**config.mk**
```make
export PLATFORM = sky130hd
export DESIGN_NAME = priority_fifo_task_dispatcher
export DESIGN_NICKNAME = d
export VERILOG_FILES = /design/src/rtl/pfd_pkg.sv /design/src/rtl/pfd_slot_tbl.sv /design/src/rtl/pfd_link_ram.sv /design/src/rtl/pfd_queues.sv /design/src/rtl/priority_fifo_task_dispatcher.sv
export SDC_FILE = /design/constraint.sdc
export NUM_CORES = 1
export LEC_CHECK = 0
export BUFFER_PORTS_ARGS = -buffer_cell sky130_fd_sc_hd__buf_2
export CORE_MARGIN = 2
export CORE_UTILIZATION = 50
export DETAILED_ROUTE_END_ITERATION = 16
export HOLD_SLACK_MARGIN = 0.1
export PLACE_DENSITY = 0.66
export SLEW_MARGIN = 10
export SYNTH_ARGS = -nofsm -noshare
export SYNTH_HDL_FRONTEND = slang
export SYNTH_SLANG_ARGS = --single-unit
```
**constraint.sdc**
```tcl
create_clock -name clk -period 4.2 [get_ports clk]
set_clock_uncertainty 0.2 [all_clocks]
set_input_delay 0 -clock clk [delete_from_list [all_inputs] [get_ports clk]]
set_output_delay 0 -clock clk [all_outputs]
set_load 0.1 [all_outputs]
```
**src/rtl/pfd_pkg.sv**
```systemverilog
`timescale 1ns / 1ps
`default_nettype none
// ----------------------------------------------------------------------------
// pfd_pkg
// Shared types and constants of the fixed-priority FIFO task dispatcher.
// ----------------------------------------------------------------------------
package pfd_pkg;

  localparam int TASK_SLOTS_DEF      = 16;
  localparam int PRIORITY_LEVELS_DEF = 7;
  localparam int INIT_SLOT           = 1;
  localparam int INIT_PRIORITY       = 6;

  typedef enum logic [2:0] {
    ST_EMPTY      = 3'd0,
    ST_RUNNING    = 3'd1,
    ST_READY      = 3'd2,
    ST_BLOCKED    = 3'd3,
    ST_TERMINATED = 3'd4
  } slot_state_t;

  typedef enum logic [2:0] {
    OP_ADD   = 3'd0,
    OP_WAKE  = 3'd1,
    OP_BLOCK = 3'd2,
    OP_QUIT  = 3'd3,
    OP_TICK  = 3'd4,
    OP_REAP  = 3'd5
  } op_t;

  typedef enum logic [1:0] {
    STS_OK        = 2'd0,
    STS_SLOT_BUSY = 2'd1,
    STS_BAD_STATE = 2'd2
  } status_t;

  typedef enum logic [2:0] {
    S_IDLE,
    S_OP,
    S_SEL,
    S_DEQ,
    S_PRE,
    S_EMIT
  } fsm_t;

  typedef struct packed {
    logic [2:0] operation;
    logic [3:0] task_req;
    logic [2:0] priority_req;
  } req_t;

  typedef struct packed {
    logic       switched;
    logic [3:0] running_task;
    logic       idle;
    logic [1:0] status;
  } rsp_t;

endpackage
`default_nettype wire

```
**src/rtl/pfd_slot_tbl.sv**
```systemverilog
`timescale 1ns / 1ps
`default_nettype none
// ----------------------------------------------------------------------------
// pfd_slot_tbl
// Task slot table: state and priority per slot, one read and one write port,
// registered read data. Per-entry valid bits supply the reset contents.
// ----------------------------------------------------------------------------
module pfd_slot_tbl #(
  parameter int TASK_SLOTS      = pfd_pkg::TASK_SLOTS_DEF,
  parameter int PRIORITY_LEVELS = pfd_pkg::PRIORITY_LEVELS_DEF
) (
  input  wire logic                                    clk,
  input  wire logic                                    rst_n,
  input  wire logic                                    rd_en,
  input  wire logic [$clog2(TASK_SLOTS)-1:0]           rd_addr,
  output pfd_pkg::slot_state_t                         rd_state,
  output logic      [$clog2(PRIORITY_LEVELS+1)-1:0]    rd_prio,
  input  wire logic                                    wr_en,
  input  wire logic [$clog2(TASK_SLOTS)-1:0]           wr_addr,
  input  wire pfd_pkg::slot_state_t                    wr_state,
  input  wire logic [$clog2(PRIORITY_LEVELS+1)-1:0]    wr_prio
);

  localparam int SW        = $clog2(TASK_SLOTS);
  localparam int PW        = $clog2(PRIORITY_LEVELS + 1);
  localparam int INIT_PRIO = (PRIORITY_LEVELS < pfd_pkg::INIT_PRIORITY) ?
                             PRIORITY_LEVELS : pfd_pkg::INIT_PRIORITY;

  pfd_pkg::slot_state_t state_mem [TASK_SLOTS];
  logic [PW-1:0]        prio_mem  [TASK_SLOTS];
  logic [TASK_SLOTS-1:0] vld_r;

  pfd_pkg::slot_state_t st_q_r;
  logic [PW-1:0]        pr_q_r;
  logic                 vld_q_r;
  logic                 init_q_r;

  always_ff @(posedge clk) begin
    if (wr_en) begin
      state_mem[wr_addr] <= wr_state;
      prio_mem[wr_addr]  <= wr_prio;
    end
    if (rd_en) begin
      st_q_r   <= state_mem[rd_addr];
      pr_q_r   <= prio_mem[rd_addr];
      vld_q_r  <= vld_r[rd_addr];
      init_q_r <= (rd_addr == SW'(pfd_pkg::INIT_SLOT));
    end
  end

  always_ff @(posedge clk) begin
    if (!rst_n) begin
      vld_r <= '0;
    end else if (wr_en) begin
      vld_r[wr_addr] <= 1'b1;
    end
  end

  always_comb begin
    if (vld_q_r) begin
      rd_state = st_q_r;
      rd_prio  = pr_q_r;
    end else if (init_q_r) begin
      rd_state = pfd_pkg::ST_RUNNING;
      rd_prio  = PW'(INIT_PRIO);
    end else begin
      rd_state = pfd_pkg::ST_EMPTY;
      rd_prio  = '0;
    end
  end

endmodule
`default_nettype wire

```
**src/rtl/pfd_link_ram.sv**
```systemverilog
`timescale 1ns / 1ps
`default_nettype none
// ----------------------------------------------------------------------------
// pfd_link_ram
// Next-slot links of the ready queues, one write and one registered read port.
// ----------------------------------------------------------------------------
module pfd_link_ram #(
  parameter int TASK_SLOTS = pfd_pkg::TASK_SLOTS_DEF
) (
  input  wire logic                          clk,
  input  wire logic                          wr_en,
  input  wire logic [$clog2(TASK_SLOTS)-1:0] wr_addr,
  input  wire logic [$clog2(TASK_SLOTS)-1:0] wr_data,
  input  wire logic                          rd_en,
  input  wire logic [$clog2(TASK_SLOTS)-1:0] rd_addr,
  output logic      [$clog2(TASK_SLOTS)-1:0] rd_data
);

  localparam int SW = $clog2(TASK_SLOTS);

  logic [SW-1:0] link_mem [TASK_SLOTS];
  logic [SW-1:0] rd_q_r;

  always_ff @(posedge clk) begin
    if (wr_en) begin
      link_mem[wr_addr] <= wr_data;
    end
    if (rd_en) begin
      rd_q_r <= link_mem[rd_addr];
    end
  end

  assign rd_data = rd_q_r;

endmodule
`default_nettype wire

```
**src/rtl/pfd_queues.sv**
```systemverilog
`timescale 1ns / 1ps
`default_nettype none
// ----------------------------------------------------------------------------
// pfd_queues
// Head, tail and nonempty flag of each ready queue level.
// ----------------------------------------------------------------------------
module pfd_queues #(
  parameter int TASK_SLOTS      = pfd_pkg::TASK_SLOTS_DEF,
  parameter int PRIORITY_LEVELS = pfd_pkg::PRIORITY_LEVELS_DEF
) (
  input  wire logic                                clk,
  input  wire logic                                rst_n,
  input  wire logic [$clog2(PRIORITY_LEVELS)-1:0]  rd_lv,
  output logic      [$clog2(TASK_SLOTS)-1:0]       head_rd,
  output logic      [$clog2(TASK_SLOTS)-1:0]       tail_rd,
  output logic      [PRIORITY_LEVELS-1:0]          nonempty,
  input  wire logic                                enq_en,
  input  wire logic [$clog2(PRIORITY_LEVELS)-1:0]  enq_lv,
  input  wire logic [$clog2(TASK_SLOTS)-1:0]       enq_slot,
  input  wire logic                                deq_en,
  input  wire logic [$clog2(PRIORITY_LEVELS)-1:0]  deq_lv,
  input  wire logic                                deq_last,
  input  wire logic [$clog2(TASK_SLOTS)-1:0]       deq_next
);

  localparam int SW = $clog2(TASK_SLOTS);

  logic [SW-1:0]              head_r [PRIORITY_LEVELS];
  logic [SW-1:0]              tail_r [PRIORITY_LEVELS];
  logic [PRIORITY_LEVELS-1:0] ne_r;

  always_ff @(posedge clk) begin
    if (!rst_n) begin
      ne_r <= '0;
    end else begin
      if (enq_en) begin
        ne_r[enq_lv] <= 1'b1;
      end
      if (deq_en && deq_last) begin
        ne_r[deq_lv] <= 1'b0;
      end
    end
  end

  always_ff @(posedge clk) begin
    if (enq_en) begin
      if (!ne_r[enq_lv]) begin
        head_r[enq_lv] <= enq_slot;
      end
      tail_r[enq_lv] <= enq_slot;
    end
    if (deq_en && !deq_last) begin
      head_r[deq_lv] <= deq_next;
    end
  end

  assign head_rd  = head_r[rd_lv];
  assign tail_rd  = tail_r[rd_lv];
  assign nonempty = ne_r;

endmodule
`default_nettype wire

```
**src/rtl/priority_fifo_task_dispatcher.sv**
```systemverilog
`timescale 1ns / 1ps
`default_nettype none
// ----------------------------------------------------------------------------
// priority_fifo_task_dispatcher
// Fixed-priority FIFO task scheduler: slot table and queue links in
// synchronous memories, a sequencer that applies one event and then the
// dispatch rule.
//
//   channel | ports                         | payload
//   --------+-------------------------------+-----------------
//   request | in_valid, in_stall, in_req    | pfd_pkg::req_t
//   result  | out_valid, out_stall, out_rsp | pfd_pkg::rsp_t
//
// After a request is accepted, the table read and the dispatch choice follow;
// a dispatch adds the dequeue and a preemption the requeue before the result
// is registered. One request is in flight at a time, so a new request is
// not taken while the last one is still in progress.
// Reset is synchronous; slot 1 runs at priority 6 and all queues are empty.
// A held result stalls only the final step; the next request is taken once
// the result register is loaded.
// ----------------------------------------------------------------------------
module priority_fifo_task_dispatcher #(
  parameter int TASK_SLOTS      = pfd_pkg::TASK_SLOTS_DEF,
  parameter int PRIORITY_LEVELS = pfd_pkg::PRIORITY_LEVELS_DEF
) (
  input  wire logic    clk,
  input  wire logic    rst_n,
  input  wire logic    in_valid,
  output logic         in_stall,
  input  wire pfd_pkg::req_t in_req,
  output logic         out_valid,
  input  wire logic    out_stall,
  output pfd_pkg::rsp_t out_rsp
);

  localparam int SW        = $clog2(TASK_SLOTS);
  localparam int LW        = $clog2(PRIORITY_LEVELS);
  localparam int PW        = $clog2(PRIORITY_LEVELS + 1);
  localparam int INIT_PRIO = (PRIORITY_LEVELS < pfd_pkg::INIT_PRIORITY) ?
                             PRIORITY_LEVELS : pfd_pkg::INIT_PRIORITY;

  function automatic logic [SW-1:0] slot_of(input logic [3:0] v);
    logic [4:0] r;
    r = {1'b0, v};
    for (int i = 0; i < 8; i++) begin
      if (r >= TASK_SLOTS) r = r - 5'(TASK_SLOTS);
    end
    return SW'(r);
  endfunction

  function automatic logic [PW-1:0] clamp_prio(input logic [2:0] p);
    logic [4:0] q;
    q = {2'b00, p};
    if (q == 5'd0) q = 5'd1;
    if (q > PRIORITY_LEVELS) q = 5'(PRIORITY_LEVELS);
    return PW'(q);
  endfunction

  function automatic logic [LW-1:0] level_of(input logic [PW-1:0] p);
    logic [PW-1:0] q;
    q = p;
    if (q == '0) q = PW'(1);
    if (q > PRIORITY_LEVELS) q = PW'(PRIORITY_LEVELS);
    return LW'(q - 1'b1);
  endfunction

  pfd_pkg::fsm_t        state_r, state_nxt;
  logic [2:0]           op_r;
  logic [SW-1:0]        slot_r;
  logic [PW-1:0]        prio_r;
  logic [SW-1:0]        before_r;
  logic [SW-1:0]        cur_r;
  pfd_pkg::slot_state_t cur_state_r;
  logic [PW-1:0]        cur_prio_r;
  pfd_pkg::status_t     status_r, status_nxt;
  logic [LW-1:0]        deq_lv_r;
  logic [SW-1:0]        deq_slot_r;
  logic                 deq_last_r;
  logic [SW-1:0]        pre_slot_r;
  logic [PW-1:0]        pre_prio_r;
  logic                 preempt_r;
  logic                 out_valid_r;
  pfd_pkg::rsp_t        out_rsp_r;

  logic                 in_fire;
  logic                 out_free;
  logic                 cur_running;
  logic [LW-1:0]        cur_lvl;
  logic [LW-1:0]        pre_lv;
  logic [LW-1:0]        best_lv;
  logic                 q_any;
  logic                 sel_found;

  logic                 tbl_rd_en;
  logic [SW-1:0]        tbl_rd_addr;
  pfd_pkg::slot_state_t tbl_rd_state;
  logic [PW-1:0]        tbl_rd_prio;
  logic                 tbl_wr_en;
  logic [SW-1:0]        tbl_wr_addr;
  pfd_pkg::slot_state_t tbl_wr_state;
  logic [PW-1:0]        tbl_wr_prio;

  logic [LW-1:0]        q_rd_lv;
  logic [SW-1:0]        q_head;
  logic [SW-1:0]        q_tail;
  logic [PRIORITY_LEVELS-1:0] q_nonempty;
  logic                 enq_en;
  logic [LW-1:0]        enq_lv;
  logic [SW-1:0]        enq_slot;
  logic                 deq_en;

  logic                 link_wr_en;
  logic                 link_rd_en;
  logic [SW-1:0]        link_rd_data;

  assign in_fire     = in_valid && !in_stall;
  assign out_free    = !out_valid_r || !out_stall;
  assign cur_running = (cur_state_r == pfd_pkg::ST_RUNNING);
  assign cur_lvl     = level_of(cur_prio_r);
  assign pre_lv      = level_of(pre_prio_r);

  always_comb begin
    best_lv = '0;
    q_any   = 1'b0;
    for (int i = PRIORITY_LEVELS - 1; i >= 0; i--) begin
      if (q_nonempty[i]) begin
        best_lv = LW'(i);
        q_any   = 1'b1;
      end
    end
  end

  assign sel_found = q_any && (!cur_running || (best_lv < cur_lvl));

  // next state
  always_comb begin
    state_nxt = state_r;
    case (state_r)
      pfd_pkg::S_IDLE: if (in_fire) state_nxt = pfd_pkg::S_OP;
      pfd_pkg::S_OP:   state_nxt = pfd_pkg::S_SEL;
      pfd_pkg::S_SEL:  state_nxt = sel_found ? pfd_pkg::S_DEQ : pfd_pkg::S_EMIT;
      pfd_pkg::S_DEQ:  state_nxt = preempt_r ? pfd_pkg::S_PRE : pfd_pkg::S_EMIT;
      pfd_pkg::S_PRE:  state_nxt = pfd_pkg::S_EMIT;
      pfd_pkg::S_EMIT: if (out_free) state_nxt = pfd_pkg::S_IDLE;
      default:         state_nxt = pfd_pkg::S_IDLE;
    endcase
  end

  // control outputs
  always_comb begin
    in_stall     = 1'b1;
    tbl_rd_en    = 1'b0;
    tbl_rd_addr  = slot_of(in_req.task_req);
    tbl_wr_en    = 1'b0;
    tbl_wr_addr  = slot_r;
    tbl_wr_state = pfd_pkg::ST_READY;
    tbl_wr_prio  = prio_r;
    q_rd_lv      = level_of(prio_r);
    enq_en       = 1'b0;
    enq_lv       = level_of(prio_r);
    enq_slot     = slot_r;
    deq_en       = 1'b0;
    link_rd_en   = 1'b0;
    status_nxt   = pfd_pkg::STS_OK;
    case (state_r)
      pfd_pkg::S_IDLE: begin
        in_stall  = 1'b0;
        tbl_rd_en = in_fire;
      end
      pfd_pkg::S_OP: begin
        case (op_r)
          pfd_pkg::OP_ADD: begin
            if (tbl_rd_state != pfd_pkg::ST_EMPTY) begin
              status_nxt = pfd_pkg::STS_SLOT_BUSY;
            end else begin
              tbl_wr_en = 1'b1;
              enq_en    = 1'b1;
            end
          end
          pfd_pkg::OP_WAKE: begin
            tbl_wr_prio = tbl_rd_prio;
            q_rd_lv     = level_of(tbl_rd_prio);
            enq_lv      = level_of(tbl_rd_prio);
            if (tbl_rd_state != pfd_pkg::ST_BLOCKED) begin
              status_nxt = pfd_pkg::STS_BAD_STATE;
            end else begin
              tbl_wr_en = 1'b1;
              enq_en    = 1'b1;
            end
          end
          pfd_pkg::OP_BLOCK, pfd_pkg::OP_QUIT: begin
            tbl_wr_addr  = cur_r;
            tbl_wr_prio  = cur_prio_r;
            tbl_wr_state = (op_r == pfd_pkg::OP_BLOCK) ?
                           pfd_pkg::ST_BLOCKED : pfd_pkg::ST_TERMINATED;
            if (!cur_running) begin
              status_nxt = pfd_pkg::STS_BAD_STATE;
            end else begin
              tbl_wr_en = 1'b1;
            end
          end
          pfd_pkg::OP_REAP: begin
            tbl_wr_state = pfd_pkg::ST_EMPTY;
            tbl_wr_prio  = tbl_rd_prio;
            if (tbl_rd_state != pfd_pkg::ST_TERMINATED) begin
              status_nxt = pfd_pkg::STS_BAD_STATE;
            end else begin
              tbl_wr_en = 1'b1;
            end
          end
          default: begin
          end
        endcase
      end
      pfd_pkg::S_SEL: begin
        q_rd_lv      = best_lv;
        tbl_rd_en    = sel_found;
        tbl_rd_addr  = q_head;
        link_rd_en   = sel_found;
        tbl_wr_en    = sel_found && cur_running;
        tbl_wr_addr  = cur_r;
        tbl_wr_state = pfd_pkg::ST_READY;
        tbl_wr_prio  = cur_prio_r;
      end
      pfd_pkg::S_DEQ: begin
        deq_en       = 1'b1;
        tbl_wr_en    = 1'b1;
        tbl_wr_addr  = deq_slot_r;
        tbl_wr_state = pfd_pkg::ST_RUNNING;
        tbl_wr_prio  = tbl_rd_prio;
      end
      pfd_pkg::S_PRE: begin
        q_rd_lv  = pre_lv;
        enq_en   = 1'b1;
        enq_lv   = pre_lv;
        enq_slot = pre_slot_r;
      end
      default: begin
      end
    endcase
  end

  assign link_wr_en = enq_en && q_nonempty[enq_lv];

  always_ff @(posedge clk) begin
    if (!rst_n) begin
      state_r     <= pfd_pkg::S_IDLE;
      cur_r       <= SW'(pfd_pkg::INIT_SLOT);
      cur_state_r <= pfd_pkg::ST_RUNNING;
      cur_prio_r  <= PW'(INIT_PRIO);
      preempt_r   <= 1'b0;
      out_valid_r <= 1'b0;
    end else begin
      state_r <= state_nxt;
      if (state_r == pfd_pkg::S_DEQ) begin
        cur_r       <= deq_slot_r;
        cur_state_r <= pfd_pkg::ST_RUNNING;
        cur_prio_r  <= tbl_rd_prio;
      end else if (tbl_wr_en && (tbl_wr_addr == cur_r)) begin
        cur_state_r <= tbl_wr_state;
        cur_prio_r  <= tbl_wr_prio;
      end
      if (state_r == pfd_pkg::S_SEL) begin
        preempt_r <= sel_found && cur_running;
      end
      if ((state_r == pfd_pkg::S_EMIT) && out_free) begin
        out_valid_r <= 1'b1;
      end else if (!out_stall) begin
        out_valid_r <= 1'b0;
      end
    end
  end

  always_ff @(posedge clk) begin
    if (in_fire) begin
      op_r     <= in_req.operation;
      slot_r   <= slot_of(in_req.task_req);
      prio_r   <= clamp_prio(in_req.priority_req);
      before_r <= cur_r;
    end
    if (state_r == pfd_pkg::S_OP) begin
      status_r <= status_nxt;
    end
    if (state_r == pfd_pkg::S_SEL) begin
      deq_lv_r   <= best_lv;
      deq_slot_r <= q_head;
      deq_last_r <= (q_head == q_tail);
      pre_slot_r <= cur_r;
      pre_prio_r <= cur_prio_r;
    end
    if ((state_r == pfd_pkg::S_EMIT) && out_free) begin
      out_rsp_r.switched     <= (cur_r != before_r);
      out_rsp_r.running_task <= 4'(cur_r);
      out_rsp_r.idle         <= !cur_running;
      out_rsp_r.status       <= status_r;
    end
  end

  assign out_valid = out_valid_r;
  assign out_rsp   = out_rsp_r;

  pfd_slot_tbl #(
    .TASK_SLOTS      (TASK_SLOTS),
    .PRIORITY_LEVELS (PRIORITY_LEVELS)
  ) u_slot_tbl (
    .clk      (clk),
    .rst_n    (rst_n),
    .rd_en    (tbl_rd_en),
    .rd_addr  (tbl_rd_addr),
    .rd_state (tbl_rd_state),
    .rd_prio  (tbl_rd_prio),
    .wr_en    (tbl_wr_en),
    .wr_addr  (tbl_wr_addr),
    .wr_state (tbl_wr_state),
    .wr_prio  (tbl_wr_prio)
  );

  pfd_link_ram #(
    .TASK_SLOTS (TASK_SLOTS)
  ) u_link_ram (
    .clk     (clk),
    .wr_en   (link_wr_en),
    .wr_addr (q_tail),
    .wr_data (enq_slot),
    .rd_en   (link_rd_en),
    .rd_addr (q_head),
    .rd_data (link_rd_data)
  );

  pfd_queues #(
    .TASK_SLOTS      (TASK_SLOTS),
    .PRIORITY_LEVELS (PRIORITY_LEVELS)
  ) u_queues (
    .clk      (clk),
    .rst_n    (rst_n),
    .rd_lv    (q_rd_lv),
    .head_rd  (q_head),
    .tail_rd  (q_tail),
    .nonempty (q_nonempty),
    .enq_en   (enq_en),
    .enq_lv   (enq_lv),
    .enq_slot (enq_slot),
    .deq_en   (deq_en),
    .deq_lv   (deq_lv_r),
    .deq_last (deq_last_r),
    .deq_next (link_rd_data)
  );

  a_pre_other_level: assert property (@(posedge clk) disable iff (!rst_n)
    (state_r == pfd_pkg::S_PRE) |-> (pre_lv != deq_lv_r))
    else $error("preempted task requeued on the dequeued level");

  a_deq_not_current: assert property (@(posedge clk) disable iff (!rst_n)
    ((state_r == pfd_pkg::S_DEQ) && preempt_r) |-> (deq_slot_r != cur_r))
    else $error("preemption picked the running task");

  a_tbl_no_overlap: assert property (@(posedge clk) disable iff (!rst_n)
    (tbl_rd_en && tbl_wr_en) |-> (tbl_rd_addr != tbl_wr_addr))
    else $error("slot table read and write hit the same entry");

  a_enq_tail_level: assert property (@(posedge clk) disable iff (!rst_n)
    enq_en |-> (q_rd_lv == enq_lv))
    else $error("enqueue link uses the tail of another level");

  a_emit_loads: assert property (@(posedge clk) disable iff (!rst_n)
    ((state_r == pfd_pkg::S_EMIT) && out_free) |=>
      (out_valid_r && (state_r == pfd_pkg::S_IDLE)))
    else $error("result not loaded on emit");

endmodule
`default_nettype wire

```
==> results of run 1 <==
what timing repair did:
| action | in CTS | in global routing |
|---|---|---|
| hold buffers | 25 | 0 |
| gates resized for setup | 0 | 12 |
| hold endpoints to repair | 78 | 0 |
| setup buffers | 0 | 3 |
| endpoints found under the setup margin | 0 | 58 |
power groups by stage:
stage | clock, mW | sequential [mW] | combinational (mW)
after global placement | 0 | 3.55 | 1.78
after global routing | 2.85 | 3.49 | 2.00
final | 2.70 | 3.49 | 1.87
after detailed placement | 0 | 3.55 | 1.80
after floorplan | 0 | 3.54 | 1.22
after CTS | 2.73 | 3.49 | 1.82
layout make-up:
type / instances / area (sq um)
Fill cell: 2092 / 11000
Sequential cell: 305 / 8780
Multi-Input combinational cell: 674 / 4680
Timing Repair Buffer: 127 / 1020
Clock buffer: 48 / 943
Tap cell: 341 / 427
Inverter: 30 / 113
Clock inverter: 10 / 67.6
logic make-up after synthesis:
family	synth area share (%)
compound gates	12.9
xor+xnor	1.02
fa+ha+maj	0.545
mux	7.49
simple gates	11.5
flops	63.7
buf+inv	2.76
stage by stage:
step	power [mW]	hold WS, ns	utilization, %	setup slack, ns
3_3_place_gp	5.33	-0.0189	54.3	0.134
3_5_place_dp	5.35	-0.0202	54.3	0.0770
6_report	8.05	0.221	59.3	0.196
5_1_grt	8.35	0.224	59.3	0.0171
2_1_floorplan	4.76	-0.101	-	0.328
4_1_cts	8.04	0.222	59.0	0.0268
worst reg2reg max path, cell delays in order (launching register included):
cell	delay (ns)
edfxtp_1	0.45
o21bai_1	0.20
inv_1	0.10
ha_1	0.31
inv_1	0.07
o211ai_1	0.26
nor2b_2	0.24
a22o_4	0.20
mux4_2	0.56
buf_4	0.18
a32oi_4	0.30
a21oi_1	0.12
a2111oi_4	0.34
nand4_1	0.18
cell usage in the layout (no fill, tap or decap), types with 14 or more instances in the layout:
master,n
dlygate4sd3_1,25
a21oi_1,54
o21a_1,23
buf_4,75
clkbuf_16,34
mux2i_1,84
nand2b_1,16
nor2_1,76
nor3_1,16
nand3_1,48
xnor2_1,14
inv_1,26
o211ai_1,32
dfxtp_1,38
edfxtp_1,267
a221o_1,15
nand2_1,99
buf_2,23
synth_stat cells (all sizes together), types with 4 or more instances:
cell,number
nor3,18
and2,7
o21bai,4
clkbuf,29
o221ai,6
xnor2,14
or2,6
inv,29
a221o,15
a21oi,55
nand4,11
mux2,13
nand2,100
o211ai,34
nand3b,6
dfxtp,38
o21a,23
edfxtp,267
nor2,79
nand3,49
nand2b,16
a2111oi,7
o22ai,4
a311oi,4
mux2i,84
ha,6
o31ai,5
nor3b,7
o221a,7
buf,25
o21ai,16
and3,6
nor2b,9
a31oi,12
a21boi,6
metal layers:
layer / GRT usage, % / share of wire [%] / up-vias
met5: 0 / 0 / -
met1: 34.2 / 43 / 4604
li1: - / - / 4289
met2: 38.3 / 46 / 377
met3: 4.35 / 7.8 / 68
met4: 8.40 / 3.1 / 0
final timing paths:
check / from / end / slack, ns / depth (start not counted)
hold / removal: status_r[0] / out_rsp[0] / 0.22 / 0
setup / recovery: prio_r[2] / u_slot_tbl.st_q_r[0] / 0.20 / 13
hold reg to reg: status_r[0] / out_rsp[0] / 0.22 / 0
setup reg to reg: prio_r[2] / u_slot_tbl.st_q_r[0] / 0.20 / 13
sequential cells by signal, summed over array words and instances (netlist names), 4 cells and up:
| name | count |
|---|---|
| u_link_ram.link_mem | 64 |
| u_slot_tbl.prio_mem | 48 |
| u_slot_tbl.state_mem | 48 |
| u_queues.head_r | 28 |
| u_queues.tail_r | 28 |
| u_slot_tbl.vld_r | 16 |
| out_rsp | 8 |
| u_queues.nonempty | 7 |
| before_r | 4 |
| cur_r | 4 |
| deq_slot_r | 4 |
| pre_slot_r | 4 |
| slot_r | 4 |
| u_link_ram.rd_data | 4 |
==> qor.csv, run 1 <==
metric,value,unit
status,completed,
min_period,4.00,ns
num_vias,9338,
synth_area_leader_cell,edfxtp_1,
syn_to_final_growth,16.3,%
cap_violations,0,
worstMarginPinSlew,1.07,ns
chipWidth,170,um
fin_tns_setup,0,ns
p_int,5.73,mW
cp_max_fo,7,
drc_errors,0,
arrival,4.08,ns
design_area,0.0160,sq mm
clk_path_buf_depth,3,
die_area,0.0289,sq mm
post_drt_wl_per_cell,22.9,um
yosys_most_used_dff,edfxtp_1,
nets,1189,
yosys_warnings,0,
first_pass_iters,5,
synth_area,0.0138,sq mm
max_clock_freq,250,MHz
hpwl,23900,um
antenna-diode-count,0,
yosys-top-cells-area,"edfxtp_1 58%, mux2i_1 6.1%, dfxtp_1 5.5%",
coreArea,0.0270,sq mm
cts_tree,built,
grt_pass1_vias,9123,
numClockSinks,305,
boundaryPins,24,
drive_above_1_share,18.3,%
slowest_stage,mux4_2,
syn_inst,1063,
final_antenna_net_count,0,
pwr-share-comb,23.2,%
synth_enable_flop_cells,267,
yosys.area.top_type_share,58.2,%
cp_common_cell,inv_1,
slew_violations,0,
endpoint_kind,flip-flop,
pwr-share-seq,43.3,%
place_inst,1449,
io_buffers,23,
drtIter0Drc,1228,
netSwitchingPower,2.32,mW
setup-violations-final,0,
gr-usage-all-layers,24.3,%
grt_start_max_net_pins,38,
path_buf_inv,3,
hold_path.class,reg -> reg,
die_h,170,um
crit_type,reg -> reg,
path_cells,o21bai_1 -> inv_1 -> ha_1 -> inv_1 -> o211ai_1 -> nor2b_2 -> a22o_4 -> mux4_2 -> buf_4 -> a32oi_4 -> a21oi_1 -> a2111oi_4 -> nand4_1,
wl,35200,um
clk_pin_slew,0.07,ns
syn-num-nets,1083,
cp-start-kind,flip-flop,
seq_area_frac_synth,63.7,%
antenna_found_initial,1,
avgViaCountPerCell,6.08,
pwr-share-clk,33.5,%
fin_cells,1535,
final_hold_viol_count,0,
p_sw_share,28.8,%
htreeDepth,1,
start_util,51.0,%
worstSkewPairLatency,0.56,ns
synthArstFlopShare,0,%
slew_headroom,28.0,%
crit_path_max_incr_delay,0.56,ns
grt_setup_unrepaired,false,
post_dp_cell_area,0.0147,sq mm
required,4.28,ns
cts_root_buf,clkbuf_16,
peakVddDrop,0.314,mV
ys_types,83,
powerDensity,502,mW/mm^2
routabilityCongestion,0.920,
p_leak,5.78,nW
avgSynthCellArea,13.0,sq um
fin_crit_sh,95.3,%
rows,60,
path_delay_family,compound AO/OA/AOI/OAI gates,
grt_pass1_wl,53000,um
cts-buffers-inserted,31,
yosys_register_bits,305,
global_route.overflow_total,0,
Power figures use the tool's default switching activity.
==> run 2: changes to the inputs <==
--- a/config.mk
+++ b/config.mk
@@ -7,10 +7,10 @@
 export LEC_CHECK = 0
 export BUFFER_PORTS_ARGS = -buffer_cell sky130_fd_sc_hd__buf_2
 export CORE_MARGIN = 2
-export CORE_UTILIZATION = 50
+export CORE_UTILIZATION = 63
 export DETAILED_ROUTE_END_ITERATION = 16
 export HOLD_SLACK_MARGIN = 0.1
-export PLACE_DENSITY = 0.66
+export PLACE_DENSITY = 0.8
 export SLEW_MARGIN = 10
 export SYNTH_ARGS = -nofsm -noshare
 export SYNTH_HDL_FRONTEND = slang
==> run 2 against run 1 <==
Compared with the run above:
- die area fell by 20%
- routed wire length fell by 3.8%
- register-to-register slack got worse by 0.08 ns
- largest cell class unchanged
- largest power group unchanged
==> qor.csv, run 2 (synthesized netlist as in run 1, its figures left out) <==
metric,value,unit
worstRegToRegCells,14,
grt_pass1_wl,52100,um
clk_pin_slew,0.06,ns
chipWidth,152,um
grt_start_max_net_pins,38,
antenna-diode-count,0,
fin_tns_setup,0,ns
coreArea,0.0216,sq mm
grt_pass1_vias,9031,
largest_reg_flops,64,
wl,33900,um
endpoint_kind,flip-flop,
largest_register,u_link_ram.link_mem,
cp_max_fo,15,
first_pass_iters,5,
total_power,8.04,mW
status,completed,
cts_tree,built,
htreeDepth,1,
crit_path_max_incr_delay,0.41,ns
post_drt_wl_per_cell,23.3,um
p_leak,5.68,nW
path_cells,nor2b_2 -> a21oi_1 -> ha_1 -> nand4bb_1 -> o211ai_1 -> nor2b_1 -> a22o_1 -> buf_6 -> a311o_1 -> o211a_4 -> a32oi_4 -> a21oi_1 -> a2111oi_2 -> nand4_1,
hold_path.class,in -> reg,
die_h,152,um
gr-usage-all-layers,28.8,%
global_route.overflow_total,0,
rows,54,
worstHoldEndpoint,prio_r[0],
final_util,73.4,%
hold_start,in_req[1],
nets,1172,
slew_headroom,20.0,%
crit_type,reg -> reg,
reg2reg_from,u_slot_tbl.init_q_r,
worstSkewPairLatency,0.55,ns
drtIter0Drc,1204,
avgViaCountPerCell,6.48,
cts_root_buf,clkbuf_16,
holdPathStages,3,
final_common_cell,edfxtp_1,
rrSetupSlack,0.12,ns
worstMarginPinSlew,1.20,ns
final_cell_mix,"267 x edfxtp_1, 99 x nand2_1, 83 x mux2i_1",
routabilityCongestion,1.01,
cts-buffers-inserted,30,
fin_cells,1456,
antenna_found_initial,0,
drc_errors,0,
setup-violations-final,0,
powerDensity,507,mW/mm^2
numClockSinks,305,
start_util,63.7,%
num_vias,9430,
top_regs,"u_link_ram.link_mem (64), u_slot_tbl.prio_mem (48), u_slot_tbl.state_mem (48)",
min_period,4.08,ns
arrival,4.16,ns
syn_to_final_growth,15.1,%
place_inst,1365,
io_buffers,23,
timing.rr.end,u_slot_tbl.pr_q_r[1],
final_antenna_net_count,0,
grt_setup_unrepaired,true,
cap_violations,0,
boundaryPins,24,
peakVddDrop,0.399,mV
required,4.28,ns
fin_hold_ws,0.145,ns
final_hold_viol_count,0,
cp-start-kind,flip-flop,
drive_above_1_share,16.9,%
die_area,0.0231,sq mm
cp_common_cell,a21oi_1,
slowest_stage,edfxtp_1,
slew_violations,0,
fin_crit_sh,97.2,%
clk_path_buf_depth,3,
hpwl,22700,um
max_clock_freq,245,MHz
-- run 2: worst max-delay path by stage --
stage,from,endpoint,slack [ns],depth (start not counted)
floorplan,prio_r[2],u_slot_tbl.st_q_r[1],0.33,13
detailed placement,u_slot_tbl.vld_q_r,u_slot_tbl.vld_q_r,0.10,14
global route,u_slot_tbl.vld_q_r,u_slot_tbl.vld_q_r,-0.07,14
global placement,u_slot_tbl.vld_q_r,u_slot_tbl.vld_q_r,0.1,14
CTS,u_slot_tbl.vld_q_r,u_slot_tbl.vld_q_r,0.07,14
finish,u_slot_tbl.init_q_r,u_slot_tbl.pr_q_r[1],0.12,14
-- run 2: metrics by stage --
step,setup slack (ns),area [sq um]
2_1_floorplan,0.328,13800
3_3_place_gp,0.0999,14400
3_5_place_dp,0.105,14400
4_1_cts,0.0735,15600
5_1_grt,-0.0686,15900
6_report,0.119,15900
-- run 2: power breakdown --
group          leakage [nW]  internal (mW)  total, mW  switching (mW)
registers              2.77           3.45       3.49          0.0405
logic                  2.43          0.748       1.91            1.16
clock network         0.472           1.55       2.65            1.09
-- run 2: layer usage --
metal | track usage [%] | part of all wire [%]
met1 | 43.4 | 42
met2 | 43.4 | 45
met3 | 5.28 | 10
met4 | 8.37 | 2.8
met5 | 0 | 0
-- run 2: cell type report --
class / instances / area, sq um
sequential: 305 / 8780
fill: 1377 / 5750
multi-input combinational: 674 / 4710
timing repair buffer: 111 / 943
clock buffer: 41 / 823
tap: 280 / 350
clock inverter: 15 / 153
inverter: 30 / 113
-- run 2: repair_timing --
item                                   CTS  global route
setup buffers                            0            10
hold buffers                            24             0
gates resized for setup                  0            16
endpoints found under the hold margin   78             0
setup endpoints to repair                0            79
-- run 2: worst max-delay path: cells and delay by family (launching register included) --
| family | cells | cell delay (ns) |
|---|---|---|
| and+or+nand+nor | 4 | 0.61 |
| DFF | 1 | 0.41 |
| buffers and inverters | 1 | 0.19 |
| AOI/OAI and AO/OA | 8 | 2.10 |
| adders and majority gates | 1 | 0.30 |
==> run 3: changes to the inputs <==
--- a/config.mk
+++ b/config.mk
@@ -10,7 +10,7 @@
 export CORE_UTILIZATION = 63
 export DETAILED_ROUTE_END_ITERATION = 16
 export HOLD_SLACK_MARGIN = 0.1
-export PLACE_DENSITY = 0.8
+export PLACE_DENSITY = 0.82
 export SLEW_MARGIN = 10
 export SYNTH_ARGS = -nofsm -noshare
 export SYNTH_HDL_FRONTEND = slang
==> run 3 against run 2 <==
Compared with the run above:
- clock power up 8.3%
- sequential power about the same
- worst setup slack worse by 0.025 ns
- die area unchanged
- register-to-register slack worse by 0.03 ns
- critical path type unchanged
- critical endpoint is now u_slot_tbl.pr_q_r[0]
- largest power group unchanged
==> qor.csv, run 3 (synthesized netlist as in run 1, its figures left out) <==
metric,value,unit
start_util,63.7,%
rows,54,
powerDensity,512,mW/mm^2
post_dp_cell_area,0.0144,sq mm
preCtsSetupSlack,-0.118,ns
cp-start-kind,flip-flop,
final_antenna_net_count,0,
slowest_stage,mux4_2,
path_delay_family,compound AO/OA/AOI/OAI gates,
drc_errors,0,
setup-violations-final,0,
cp_common_cell,inv_1,
fin_hold_ws,0.222,ns
critPathLaunch,prio_r[2],
cts-buffers-inserted,31,
num_vias,9775,
n_fill_cell,1309,
slew_headroom,36.9,%
fin_crit_sh,97.8,%
routabilityCongestion,0.929,
numClockSinks,305,
drtIter0Drc,1446,
path_cells,o21bai_1 -> inv_1 -> ha_2 -> inv_1 -> o211ai_1 -> nor2b_2 -> a22o_2 -> mux4_2 -> a32oi_4 -> a21oi_1 -> a2111oi_4 -> nand4_1,
reg2reg_from,prio_r[2],
grt_pass1_vias,9435,
clk_path_buf_depth,3,
global_route.overflow_total,0,
cts_root_buf,clkbuf_16,
coreArea,0.0216,sq mm
arrival,4.18,ns
post_drt_wl_per_cell,24.1,um
hpwl,22900,um
cap_violations,0,
slew_violations,0,
chipWidth,152,um
drive_above_1_share,17.9,%
final_common_cell,edfxtp_1,
endpoint_kind,flip-flop,
antenna_found_initial,0,
timing.rr.end,u_slot_tbl.pr_q_r[0],
crit_path_max_incr_delay,0.63,ns
avgViaCountPerCell,6.69,
worstMarginPinSlew,0.946,ns
design_area,0.0160,sq mm
boundaryPins,24,
rrSetupSlack,0.09,ns
fin_tns_setup,0,ns
peakVddDrop,0.458,mV
fin_cells,1462,
largest_reg_flops,64,
required,4.27,ns
antenna-diode-count,0,
max_clock_freq,244,MHz
hold_path.class,reg -> reg,
grt_pass1_wl,53300,um
worstSkewPairLatency,0.56,ns
clk_pin_slew,0.07,ns
gr-usage-all-layers,29.3,%
status,completed,
io_buffers,23,
die_h,152,um
min_period,4.11,ns
wl,35200,um
final_cell_mix,"267 x edfxtp_1, 99 x nand2_1, 83 x mux2i_1",
top_regs,"u_link_ram.link_mem (64), u_slot_tbl.prio_mem (48), u_slot_tbl.state_mem (48)",
worstRegToRegCells,12,
path_buf_inv,2,
holdPathStages,0,
largest_register,u_link_ram.link_mem,
place_inst,1368,
hold_start,status_r[1],
cts_tree,built,
timing.final.ws_setup,0.0936,ns
final_hold_viol_count,0,
p_leak,5.75,nW
die_area,0.0231,sq mm
nets,1177,
crit_type,reg -> reg,
final_util,74.1,%
worstHoldEndpoint,out_rsp[1],
syn_to_final_growth,16.2,%
grt_start_max_net_pins,39,
total_power,8.20,mW
first_pass_iters,8,
cp_max_fo,6,
htreeDepth,1,
-- run 3: power by group --
part | total, mW | switching, mW | internal (mW)
sequential | 3.50 | 0.0484 | 3.45
combinational | 1.83 | 1.14 | 0.694
clock | 2.87 | 1.11 | 1.77
total | 8.20 | 2.30 | 5.91
-- run 3: how the worst max path moves through the flow --
stage	depth (start not counted)	to	slack [ns]
finish	12	u_slot_tbl.pr_q_r[0]	0.09
global route	16	u_slot_tbl.st_q_r[1]	-0.06
CTS	14	u_slot_tbl.pr_q_r[2]	0.002
detailed placement	12	u_slot_tbl.st_q_r[1]	-0.12
global placement	12	u_slot_tbl.st_q_r[1]	-0.01
floorplan	13	u_slot_tbl.st_q_r[1]	0.33
-- run 3: routing by layer --
metal  part of all wire, %  GRT usage (%)  up-vias
li1                      -              -     4269
met1                    40           40.8     4737
met2                    47           46.8      675
met3                    10           5.36       94
met4                   3.2           10.4        0
met5                     0              0        -
-- run 3: cell type report --
cell class,count,area (sq um),area share (%)
clock buffer,45,848,5.30
multi-input combinational,674,4790,29.9
sequential,305,8780,54.8
clock inverter,13,221,1.38
inverter,30,113,0.703
timing repair buffer,115,910,5.68
tap,280,350,2.19
-- run 3: repair_timing --
item,4_1_cts,5_1_grt
endpoints found under the hold margin,78,0
pin swaps,1,12
gates resized for setup,5,21
hold buffers,25,0
buffers inserted,0,11
setup endpoints to repair,6,75
